==> src/hw/rtl/osa_pkg.sv <==
// Shared constants, codes and control types of the free slot allocator.
`default_nettype none

package osa_pkg;

  // Table geometry.
  localparam int MAX_BLOCKS      = 16;
  localparam int SLOTS_PER_BLOCK = 1020;
  localparam int HINT_MULT       = 13;

  // Field widths of the channels and the configuration register.
  localparam int CFG_W    = 5;
  localparam int ID_W     = 32;
  localparam int HINT_W   = 8;
  localparam int IDX_W    = 14;
  localparam int STATUS_W = 2;

  // Occupancy bitmap: one bit per slot, packed into 32-bit rows.
  localparam int WORD_W         = 32;
  localparam int BIT_W          = $clog2(WORD_W);
  localparam int BLK_W          = (MAX_BLOCKS > 1) ? $clog2(MAX_BLOCKS) : 1;
  localparam int NB_W           = $clog2(MAX_BLOCKS + 1);
  localparam int ROWS_PER_BLOCK = (SLOTS_PER_BLOCK + WORD_W - 1) / WORD_W;
  localparam int ROW_W          = (ROWS_PER_BLOCK > 1) ? $clog2(ROWS_PER_BLOCK) : 1;
  localparam int ROWCNT_W       = $clog2(ROWS_PER_BLOCK + 1);
  localparam int MEM_AW         = BLK_W + ROW_W;
  localparam int MEM_DEPTH      = MAX_BLOCKS * (1 << ROW_W);
  localparam int OFF_W          = ROW_W + BIT_W;
  localparam int LAST_BITS      = SLOTS_PER_BLOCK - (ROWS_PER_BLOCK - 1) * WORD_W;
  localparam logic [WORD_W-1:0] LAST_MASK = WORD_W'((64'd1 << LAST_BITS) - 64'd1);

  // Free count per block.
  localparam int FREE_W = $clog2(SLOTS_PER_BLOCK + 1);

  // Starting block: product of hint and multiplier, reduced bit by bit.
  localparam int HP_W    = $clog2(((1 << HINT_W) - 1) * HINT_MULT + 1);
  localparam int HSTEP_W = (HP_W > 1) ? $clog2(HP_W) : 1;

  // Split of a flat index by reciprocal multiplication plus one correction.
  localparam int DIV_SHIFT  = IDX_W + 1;
  localparam int DIV_MULT   = (1 << DIV_SHIFT) / SLOTS_PER_BLOCK;
  localparam int DIV_MULT_W = $clog2(DIV_MULT + 1);
  localparam int PROD_W     = IDX_W + DIV_MULT_W;
  localparam int QM_W       = IDX_W + FREE_W;

  // Width of block * slots + offset before it is cut to the index width.
  localparam int GF_W = BLK_W + FREE_W + 1;

  // Input kind code.
  localparam logic KIND_DEL = 1'b1;

  // Result status codes.
  typedef enum logic [STATUS_W-1:0] {
    ST_OK        = 2'd0,
    ST_NO_SPACE  = 2'd1,
    ST_BAD_INDEX = 2'd2
  } status_t;

  // Controller states.
  typedef enum logic [3:0] {
    S_CLEAR,
    S_IDLE,
    S_MOD,
    S_WALK,
    S_SCAN,
    S_ADD_UPD,
    S_DEL_MUL,
    S_DEL_Q,
    S_DEL_FIX,
    S_DEL_RD,
    S_DEL_UPD,
    S_DONE
  } state_t;

  // Commands from the controller to the datapath.
  typedef struct packed {
    logic    load;
    logic    clr_step;
    logic    mod_step;
    logic    walk_step;
    logic    scan_rd;
    logic    add_upd;
    logic    del_mul;
    logic    del_q;
    logic    del_fix;
    logic    del_rd;
    logic    del_upd;
    logic    res_set;
    status_t res_code;
    logic    out_load;
  } cmd_t;

  // Status from the datapath to the controller.
  typedef struct packed {
    logic clr_last;
    logic in_del;
    logic n_zero;
    logic mod_last;
    logic cnt_nz;
    logic walk_last;
    logic scan_hit;
    logic scan_end;
    logic del_bad;
    logic out_free;
  } stat_t;

endpackage

`default_nettype wire

==> src/hw/rtl/osa_ctrl.sv <==
// Controller state machine of the allocator: sequences add, delete and clearing.
`default_nettype none

module osa_ctrl (
  input  logic           clk,
  input  logic           rst_n,
  input  logic           in_valid,
  output logic           in_ready,
  input  osa_pkg::stat_t stat,
  output osa_pkg::cmd_t  cmd
);

  osa_pkg::state_t state_r;
  osa_pkg::state_t state_nxt;

  // State register; reset starts the bitmap clearing sweep.
  always_ff @(posedge clk) begin
    if (!rst_n) begin
      state_r <= osa_pkg::S_CLEAR;
    end else begin
      state_r <= state_nxt;
    end
  end

  // Next state.
  always_comb begin
    state_nxt = state_r;
    case (state_r)
      osa_pkg::S_CLEAR: begin
        if (stat.clr_last) state_nxt = osa_pkg::S_IDLE;
      end
      osa_pkg::S_IDLE: begin
        if (in_valid) begin
          if (stat.in_del) begin
            state_nxt = osa_pkg::S_DEL_MUL;
          end else if (stat.n_zero) begin
            state_nxt = osa_pkg::S_DONE;
          end else begin
            state_nxt = osa_pkg::S_MOD;
          end
        end
      end
      osa_pkg::S_MOD: begin
        if (stat.mod_last) state_nxt = osa_pkg::S_WALK;
      end
      osa_pkg::S_WALK: begin
        if (stat.cnt_nz) begin
          state_nxt = osa_pkg::S_SCAN;
        end else if (stat.walk_last) begin
          state_nxt = osa_pkg::S_DONE;
        end
      end
      osa_pkg::S_SCAN: begin
        if (stat.scan_hit) begin
          state_nxt = osa_pkg::S_ADD_UPD;
        end else if (stat.scan_end) begin
          state_nxt = osa_pkg::S_DONE;
        end
      end
      osa_pkg::S_ADD_UPD: state_nxt = osa_pkg::S_DONE;
      osa_pkg::S_DEL_MUL: state_nxt = osa_pkg::S_DEL_Q;
      osa_pkg::S_DEL_Q:   state_nxt = osa_pkg::S_DEL_FIX;
      osa_pkg::S_DEL_FIX: state_nxt = osa_pkg::S_DEL_RD;
      osa_pkg::S_DEL_RD: begin
        if (stat.del_bad) begin
          state_nxt = osa_pkg::S_DONE;
        end else begin
          state_nxt = osa_pkg::S_DEL_UPD;
        end
      end
      osa_pkg::S_DEL_UPD: state_nxt = osa_pkg::S_DONE;
      osa_pkg::S_DONE: begin
        if (stat.out_free) state_nxt = osa_pkg::S_IDLE;
      end
      default: state_nxt = osa_pkg::S_IDLE;
    endcase
  end

  // Commands for the current state.
  always_comb begin
    cmd      = '0;
    in_ready = 1'b0;
    case (state_r)
      osa_pkg::S_CLEAR: cmd.clr_step = 1'b1;
      osa_pkg::S_IDLE: begin
        in_ready = 1'b1;
        cmd.load = in_valid;
        // An add with no blocks open fails at once.
        if (in_valid && !stat.in_del && stat.n_zero) begin
          cmd.res_set  = 1'b1;
          cmd.res_code = osa_pkg::ST_NO_SPACE;
        end
      end
      osa_pkg::S_MOD: cmd.mod_step = 1'b1;
      osa_pkg::S_WALK: begin
        if (!stat.cnt_nz) begin
          if (stat.walk_last) begin
            cmd.res_set  = 1'b1;
            cmd.res_code = osa_pkg::ST_NO_SPACE;
          end else begin
            cmd.walk_step = 1'b1;
          end
        end
      end
      osa_pkg::S_SCAN: begin
        cmd.scan_rd = !stat.scan_hit;
        if (!stat.scan_hit && stat.scan_end) begin
          cmd.res_set  = 1'b1;
          cmd.res_code = osa_pkg::ST_NO_SPACE;
        end
      end
      osa_pkg::S_ADD_UPD: cmd.add_upd = 1'b1;
      osa_pkg::S_DEL_MUL: cmd.del_mul = 1'b1;
      osa_pkg::S_DEL_Q:   cmd.del_q   = 1'b1;
      osa_pkg::S_DEL_FIX: cmd.del_fix = 1'b1;
      osa_pkg::S_DEL_RD: begin
        if (stat.del_bad) begin
          cmd.res_set  = 1'b1;
          cmd.res_code = osa_pkg::ST_BAD_INDEX;
        end else begin
          cmd.del_rd = 1'b1;
        end
      end
      osa_pkg::S_DEL_UPD: cmd.del_upd  = 1'b1;
      osa_pkg::S_DONE:    cmd.out_load = stat.out_free;
      default: cmd = '0;
    endcase
  end

endmodule

`default_nettype wire

==> config.mk <==
export PLATFORM = sky130hd
export DESIGN_NAME = osa_ctrl
export DESIGN_NICKNAME = d
export VERILOG_FILES = /design/src/hw/rtl/osa_pkg.sv /design/src/hw/rtl/osa_ctrl.sv
export SDC_FILE = /design/constraint.sdc
export NUM_CORES = 1
export LEC_CHECK = 0
export BUFFER_PORTS_ARGS = -buffer_cell sky130_fd_sc_hd__buf_4
export CORE_AREA = 2 2 39 41
export CTS_BUF_LIST = sky130_fd_sc_hd__clkbuf_8
export CTS_CLUSTER_DIAMETER = 30
export DETAILED_ROUTE_END_ITERATION = 10
export DIE_AREA = 0 0 41 43
export HOLD_SLACK_MARGIN = 0.12
export PLACE_DENSITY_LB_ADDON = 0.15
export SETUP_SLACK_MARGIN = 0.2
export SLEW_MARGIN = 20
export SYNTH_ARGS = -nofsm -noshare
export SYNTH_HDL_FRONTEND = slang
export SYNTH_SLANG_ARGS = --single-unit
export TNS_END_PERCENT = 100
==> constraint.sdc <==
create_clock -name clk -period 2.29 [get_ports clk]
set_clock_uncertainty 0.15 [all_clocks]
set_input_delay 0.3435 -clock clk [delete_from_list [all_inputs] [get_ports clk]]
set_output_delay 0.3435 -clock clk [all_outputs]
set_load 0.05 [all_outputs]
# == Yosys cells after proc, flatten, opt, wreduce, memory -nomap -nowiden ==
# Cells that the tools add are included.
# W data, S select, Z words.
# word_totals
out_inout_bits,16
in_bits,13
reg_bits,4
word_cells,60
# classes
eq_ne,17
reduce_logical,8
muxes,34
# ops
op,n
$pmux W4 S11,1
$mux W4,10
$mux W1,17
$eq A4 B3 Y1 const B,4
$eq A4 B4 Y1 const B,4
$mux W3,5
$pmux W3 S4,1
$eq A4 B2 Y1 const B,2
$ne A2 B2 Y1 const B,4
$ne A3 B3 Y1 const B,2
$reduce_and A6 Y1,1
$eq A4 B1 Y1 const B,1
$logic_not A4 Y1,1
$logic_and A1 B1 Y1,3
$logic_not A1 Y1,2
$reduce_or A2 Y1,1

# == Logic depth before layout (Yosys ltp) ==
# Gate-level depths: netlist of run 1.
# logic_depth
word_depth,5
mapped_depth,7
depth_no_buf,5

# == Worst setup path after synthesis of run 1 ==
# Ideal clock, no wire load.
# synth_path
path_type,register -> register
startpoint,register state_r[1]
endpoint,register state_r[1]
t_required_ns,2.021
setup_time_ns,0.119
period_less_slack_ns,3.085
arrival_ns,2.816
stages_incl_launch_ff,7
setup_slack_ns,-0.795
path_buffers,1
path_cell_list,dfxtp_1 > buf_6 > nand2b_1 > nor4_1 > or3_4 > nor2_1 > o221a_2
# synth_via
elab_chain_len,3
elab_cells_between_ends,21
# synth_lines
item,line_no,rtl
from (decl),osa_ctrl.sv:13,osa_pkg::state_t state_r;
from (signal assigned),osa_ctrl.sv:19,state_r <= osa_pkg::S_CLEAR;
from (signal assigned),osa_ctrl.sv:21,state_r <= state_nxt;
"$eq A4 B3 Y1, or another cell as far along",osa_ctrl.sv:28,case (state_r)
"$reduce_or A2 Y1 (no line), or another cell as far along",--,
$pmux W4 S11 or $reduce_and A6 Y1 (tied branches),--,
# Several ways; a longest one is shown, not always the timed one.
# A chain may end at the register's enable or synchronous reset.

==> results by group, run 1 <==
Power
  • Total power divided by cell area: 704 nW/um^2
  • Leakage dissipation: 0.456 nW
  • Peak VDD IR: 0.489 mV

Timing
  • Worst slew margin: 79.3%
  • F_max: 0.475 GHz
  • Minimum clock period after layout: 2110 ps
  • Worst Hold Margin: 225 ps
  • RSZ-0062 raised after global routing: true
  • # setup viols final: 0
  • Max Transition Viols Final: 0
  • Final total negative setup slack: 0 ps
  • Slew at the pin with the worst max-slew slack: 306 ps
  • Total count of hold-check failures in the final report: 0
  • Ratio of final minimum period to clock period: 92.0%

Clocking
  • CTS tree: yes
  • Worst-path clk slew: 30 ps
  • Number of buffers on the longest clock path: 2
  • Clock network latency to the later pin of the worst-skew pair: 210 ps
  • H-tree depth reported by CTS: 1
  • Cell at the root of the clock tree: sky130_fd_sc_hd__clkbuf_8
  • Num CTS Buffers: 3
  • Hold-fix buffers at CTS: 0
  • Number of clock sinks seen by CTS: 4

Logic synthesis
  • Top area cells in the synthesized netlist: sky130_fd_sc_hd__dfxtp_1 (15%), sky130_fd_sc_hd__nor3_1 (9.3%), sky130_fd_sc_hd__nor2_1 (6.3%)
  • Post-synthesis share of cell area spent on xor and xnor gates: 0%
  • Proportion of synthesized chip area in sequential cells: 14.8%
  • Mapped Nets: 94
  • Basic-gate share of the synthesized area counting and, or, nand and nor cells: 49.0%
  • Average cell area after synthesis: 6.66 um^2
  • Yosys top cell by area: sky130_fd_sc_hd__dfxtp_1
  • Count of state elements after synthesis: 4
  • Post-synthesis instance total: 81
  • Multiplexer area fraction after synthesis: 1.86%
  • Number of distinct library cells after synthesis: 32
  • Netlist area before placement: 539 um^2
  • Complex-gate fraction of the synthesized area: 24.6%
  • Synth Area in Adders: 0%
  • Number of warning messages in the yosys log: 0
  • Proportion of netlist area held by the largest area contributor: 14.8%
  • Largest family of logic cells by synthesized area: simple AND/OR/NAND/NOR gates

Finish
  • Fin cells: 135
  • Final layout net count: 134
  • Multi-input logic area: 485 um^2
  • Registers with the highest flip-flop counts: state_r x4
  • Reg with most FFs: state_r
  • Number of flip-flops under the largest register name: 4
  • Ant. Diodes: 0
  • Synthesis-to-layout area growth: 81.7%
  • Share of final-layout standard cells stronger than drive strength 1: 55.5%
  • Register cell area after layout: 95.1 um^2
  • Fill cell count: 128

Job
  • Number of max-capacitance violations reported: 0

Setup path
  • Required time reported for the critical path endpoint: 1800 ps
  • Maximum single-stage delay on the critical path: 380 ps
  • Standard cell with the maximum stage delay on the critical path: sky130_fd_sc_hd__dfxtp_4
  • Startpoint of the most critical register-to-register path: state_r[3]$_SDFFE_PN0P_
  • Type of the worst setup path: reg -> out
  • Source of the critical timing path: state_r[3]$_SDFFE_PN0P_
  • Nature of the critical path startpoint: flop
  • Arrival @ worst endpoint: 1610 ps
  • Type of element capturing the critical path: output port
  • Highest net fanout along the worst path: 8
  • Critical path, cell by cell: nand2b_4, nor3_4, and3b_2, a222oi_1, buf_4, nand2_2, buf_8

Route
  • Final routed wire length divided by cell count: 14.4 um
  • Number of detailed-routing iterations run before antenna repair: 4
  • Post-Route WL: 1.94 mm
  • Number of vias per cell: 5.63
  • Detailed-route via count: 760
  • Antenna viol nets, final: 0
  • DRC marker count from the first detailed-route iteration: 27
  • DRC violation count after routing: 0

Placement
  • Placed insts: 124
  • Port Buffers: 28
  • Last weighted congestion value of the routability-driven placer: 0.795
  • HPWL Detailed: 1.39 mm

Global route
  • Global-route wire length before repair: 3.15 mm
  • Via count of the first global-routing pass: 680
  • Initial antenna violation count: 0
  • GRT Overall Usage: 25.3%
  • Overall overflow remaining after global route: 0
  • Pin count of the biggest net entering global routing: 12

Die
  • Core Region: 1380 um^2
  • Horiz. Die Dim: 41 um
  • Overall die area: 1760 um^2
  • Row cnt: 14
  • Total I/O pin count: 29
  • Y dimension of the die: 43 um
  • Starting utilization of the core area: 39.0%

Outcome
  • Result of the run: complete, no violations

Worst hold path
  • Launch instance of the worst min-delay path: rst_n
  • Path class of the lowest-slack min-delay path: in -> reg
[critical path: cells and delay by family, from the launching register on]
family / cells / cell delay (ps)
AND/OR/NAND/NOR: 4 / 470
flip-flops: 1 / 380
AO/OA/AOI/OAI: 1 / 210
buffers and inverters: 2 / 330
[layout make-up]
type,count,area share (%)
Tap cell,16,2.04
Inverter,5,1.92
Sequential cell,4,9.71
Multi-Input combinational cell,66,49.6
Timing Repair Buffer,41,32.6
Clock buffer,3,4.21
[path summary, 6_finish.rpt]
check / endpoint / slack, ps / cells past startpoint
max reg2reg: state_r[3]$_SDFFE_PN0P_ / 250 / 7
min: state_r[2]$_SDFFE_PN0P_ / 220 / 2
max: cmd[3] / 180 / 7
min reg2reg: state_r[1]$_SDFFE_PN0P_ / 490 / 1
[where the power goes]
group / total, mW / switching [mW] / internal, mW / leakage (nW)
Sequential: 0.121 / 0.0345 / 0.0863 / 0.0356
Combinational: 0.423 / 0.246 / 0.177 / 0.399
Clock: 0.146 / 0.0343 / 0.112 / 0.0216
[Yosys cell counts, drive strengths merged]
cell type	count
a221oi	2
or3	2
a211o	1
nor2	9
o221a	1
o21a	2
o211ai	1
dfxtp	4
inv	5
and3b	2
mux2i	1
buf	2
a21o	1
nor2b	2
nand2b	6
nor4b	1
nor4bb	1
a222oi	1
a22o	1
clkbuf	4
a211oi	1
o21ai	2
o22ai	2
nor4	4
and2	3
nor3	10
a21oi	2
nand2	8
[layer usage]
layer	wire, um	GRT usage, %	vias up
met2	1030	42.5	31
met1	775	32.3	355
li1	-	-	372
met3	123	3.66	2
met5	0	0	-
met4	12	5.33	0
[logic make-up after synthesis]
group / after synthesis
multiplexers: 1
AND/OR/NAND/NOR: 48
AO/OA/AOI/OAI: 17
buffers and inverters: 11
flip-flops: 4
[stage by stage]
stage | worst slack, ps | util (%) | power, mW | cell area (um^2)
4_1_cts | 200 | 70.4 | 0.687 | 975
6_report | 183 | 70.8 | 0.690 | 980
2_1_floorplan | 84.9 | - | 0.393 | 604
3_3_place_gp | 184 | 60.6 | 0.493 | 838
5_1_grt | 99.7 | 70.8 | 0.727 | 980
3_5_place_dp | 155 | 60.6 | 0.498 | 838
[placed cells by master (no fill, tap or decap), drive strengths merged, types with 2 or more instances in the layout]
| master | count |
|---|---|
| a21oi | 2 |
| buf | 41 |
| nor4 | 4 |
| clkbuf | 3 |
| and2 | 3 |
| o21ai | 2 |
| o21a | 2 |
| nor3 | 10 |
| nand2b | 6 |
| or3 | 2 |
| and3b | 2 |
| a221oi | 2 |
| dfxtp | 4 |
| inv | 5 |
| nand2 | 8 |
| nor2 | 9 |
| o22ai | 2 |
| nor2b | 2 |
[timing repair]
action                                  in CTS  in global routing
endpoints found under the setup margin       4                  3
cloned                                       0                  0
pin swaps                                    2                  0
resized for setup                           13                  1
buffers inserted                             8                  0
endpoints found under the hold margin        0                  0
(Power assumes the default switching activity.)
==> run 2, diff against run 1 <==
CTS_BUF_LIST = sky130_fd_sc_hd__clkbuf_16   (was sky130_fd_sc_hd__clkbuf_8)
clock period = 2.65 ns   (was 2.29 ns; I/O delays follow)
==> run 2 against run 1 <==
Net effect: register-to-register slack better by 290 ps; clock power is 59% higher; critical path depth fell by 1; critical path type unchanged; cell area is 8.7% lower; highest routed layer is now met3; core utilization down 6.1 points; first-iteration DRC count decreased by 52%; power is 5.5% lower; non-clock buffer count decreased by 8; largest power group unchanged.
==> results by group, run 2 (synthesis gave the netlist of run 1 again) <==
Clocking
  • Number of buffers on the longest clock path: 2 (unchanged)
  • H-tree depth reported by CTS: 1 (unchanged)
  • Worst-path clk slew: 30 ps (about the same)
  • Number of clock sinks seen by CTS: 4 (unchanged)
  • Post-CTS setup repair buffer count: 0 (was 8)
  • Num CTS Buffers: 3 (unchanged)
  • CTS tree: yes (unchanged)
  • Clock network latency to the later pin of the worst-skew pair: 220 ps (was 210 ps)
  • Cell at the root of the clock tree: sky130_fd_sc_hd__clkbuf_16 (was sky130_fd_sc_hd__clkbuf_8)
  • Hold-fix buffers at CTS: 0 (unchanged)

Die
  • Overall die area: 1760 um^2 (unchanged)
  • Horiz. Die Dim: 41 um (unchanged)
  • Starting utilization of the core area: 39.0% (unchanged)
  • Core Region: 1380 um^2 (unchanged)
  • Row cnt: 14 (unchanged)
  • Y dimension of the die: 43 um (unchanged)
  • Total I/O pin count: 29 (unchanged)

Timing
  • RSZ-0062 raised after global routing: false (was true)
  • Total count of hold-check failures in the final report: 0 (unchanged)
  • Max Transition Viols Final: 0 (unchanged)
  • Ratio of final minimum period to clock period: 87.8%
  • Worst Hold Margin: 249 ps (was 225 ps)
  • Final total negative setup slack: 0 ps (unchanged)
  • Minimum clock period after layout: 2330 ps
  • Worst slew margin: 71.6% (was 79.3%)
  • # setup viols final: 0 (unchanged)
  • F_max: 0.430 GHz
  • Slew at the pin with the worst max-slew slack: 419 ps (was 306 ps)

Finish
  • Synthesis-to-layout area growth: 65.9% (was 81.7%)
  • Fin cells: 127 (was 135)
  • Share of final-layout standard cells stronger than drive strength 1: 43.2% (was 55.5%)
  • Commonest cells after routing, fill and taps aside: sky130_fd_sc_hd__buf_4 (33), sky130_fd_sc_hd__nor2_1 (9), sky130_fd_sc_hd__nand2_1 (8), sky130_fd_sc_hd__nor3_1 (8) (was sky130_fd_sc_hd__buf_4 (39), sky130_fd_sc_hd__nor2_1 (9), sky130_fd_sc_hd__nand2_1 (7))
  • Reg with most FFs: state_r (unchanged)
  • Commonest non-fill, non-tap cell in the layout: sky130_fd_sc_hd__buf_4 (unchanged)
  • Number of flip-flops under the largest register name: 4 (unchanged)
  • Final layout net count: 126 (was 134)
  • Fill cell count: 128 (unchanged)
  • Registers with the highest flip-flop counts: state_r x4 (unchanged)
  • Ant. Diodes: 0 (unchanged)

Setup path
  • Type of element capturing the critical path: output port (unchanged)
  • Register-to-register setup slack: 540 ps (was 250 ps)
  • Highest net fanout along the worst path: 6 (was 8)
  • Type of the worst setup path: reg -> out (unchanged)
  • Nature of the critical path startpoint: flop (unchanged)
  • Required time reported for the critical path endpoint: 2100 ps (was 1800 ps)
  • Arrival @ worst endpoint: 1780 ps (was 1610 ps)

Route
  • Met2 Routed Length: 761 um (was 1.03 mm)
  • Detailed-route via count: 709 (was 760)
  • DRC violation count after routing: 0 (unchanged)
  • DRC marker count from the first detailed-route iteration: 13 (was 27)
  • Final routed wire length divided by cell count: 12.3 um (was 14.4 um)
  • Antenna viol nets, final: 0 (unchanged)
  • Number of detailed-routing iterations run before antenna repair: 4 (unchanged)
  • M1 WL: 719 um (was 775 um)
  • Post-Route WL: 1.56 mm (was 1.94 mm)
  • Highest routing layer actually used: met3 (was met4)
  • Total met3 wirelength after detailed routing: 83 um (was 123 um)
  • Number of vias per cell: 5.58 (was 5.63)

Placement
  • Last weighted congestion value of the routability-driven placer: 0.879 (was 0.795)
  • Placed insts: 124 (unchanged)
  • Port Buffers: 28 (unchanged)
  • HPWL Detailed: 1.26 mm (was 1.39 mm)

Power
  • Peak VDD IR: 0.710 mV (was 0.489 mV)
  • Total power divided by cell area: 728 nW/um^2 (was 704 nW/um^2)
  • Leakage dissipation: 0.416 nW (was 0.456 nW)

Global route
  • GRT Overall Usage: 20.9% (was 25.3%)
  • Via count of the first global-routing pass: 634 (was 680)
  • Overall overflow remaining after global route: 0 (unchanged)
  • Global-route wire length before repair: 2.62 mm (was 3.15 mm)
  • Initial antenna violation count: 0 (unchanged)
  • Pin count of the biggest net entering global routing: 17 (was 12)

Worst hold path
  • Path class of the lowest-slack min-delay path: in -> reg (unchanged)

Outcome
  • Result of the run: complete, no violations (unchanged)

Job
  • Number of max-capacitance violations reported: 0 (unchanged)
==> run 2: report_power, final <==
part	internal [mW]	leakage, nW	switching (mW)
clock	0.193	0.0370	0.0399
sequential	0.0738	0.0342	0.0336
combinational	0.126	0.345	0.186
==> run 2: critical path, cell delays in order (launching register included) <==
cell	delay [ps]
sky130_fd_sc_hd__dfxtp_1	440
sky130_fd_sc_hd__nand2b_4	230
sky130_fd_sc_hd__nor3_4	50
sky130_fd_sc_hd__and3b_1	220
sky130_fd_sc_hd__a222oi_1	330
sky130_fd_sc_hd__nand2_1	100
sky130_fd_sc_hd__buf_4	200
==> run 2: per-stage QoR <==
stage | total power, mW | utilization, % | worst slack [ps] | cell area [um^2]
floorplan | 0.328 | - | 186 | 574
global placement | 0.411 | 58.4 | 392 | 808
detailed placement | 0.412 | 58.4 | 341 | 808
CTS | 0.648 | 63.9 | 261 | 885
global route | 0.691 | 64.6 | 192 | 895
finish | 0.652 | 64.6 | 323 | 895
==> run 2: cell type report <==
cell class | count | area, um^2 | area share [%]
Multi-Input combinational cell | 66 | 447 | 49.9
Timing Repair Buffer | 33 | 248 | 27.7
Sequential cell | 4 | 86.3 | 9.65
Clock buffer | 3 | 75.1 | 8.39
Tap cell | 16 | 20.0 | 2.24
Inverter | 5 | 18.8 | 2.10
==> run 2: routing by layer <==
metal,vias up,global-route usage (%)
li1,356,-
met1,330,29.6
met2,23,30.0
met3,0,8.38
met4,0,2.67
met5,-,0
==> run 2: repair_timing <==
item                                   4_1_cts  5_1_grt
pin swaps                                    0        1
resized for setup                            1        4
endpoints found under the hold margin        0        0
setup endpoints to repair                    2        2
==> run 2: worst paths after layout <==
path / start / endpoint / cells past startpoint
worst max-delay path: state_r[3]$_SDFFE_PN0P_ / cmd[3] / 6
worst min-delay path: rst_n / state_r[2]$_SDFFE_PN0P_ / 2
worst max register to register: state_r[3]$_SDFFE_PN0P_ / state_r[3]$_SDFFE_PN0P_ / 6
worst min register to register: state_r[1]$_SDFFE_PN0P_ / state_r[1]$_SDFFE_PN0P_ / 1
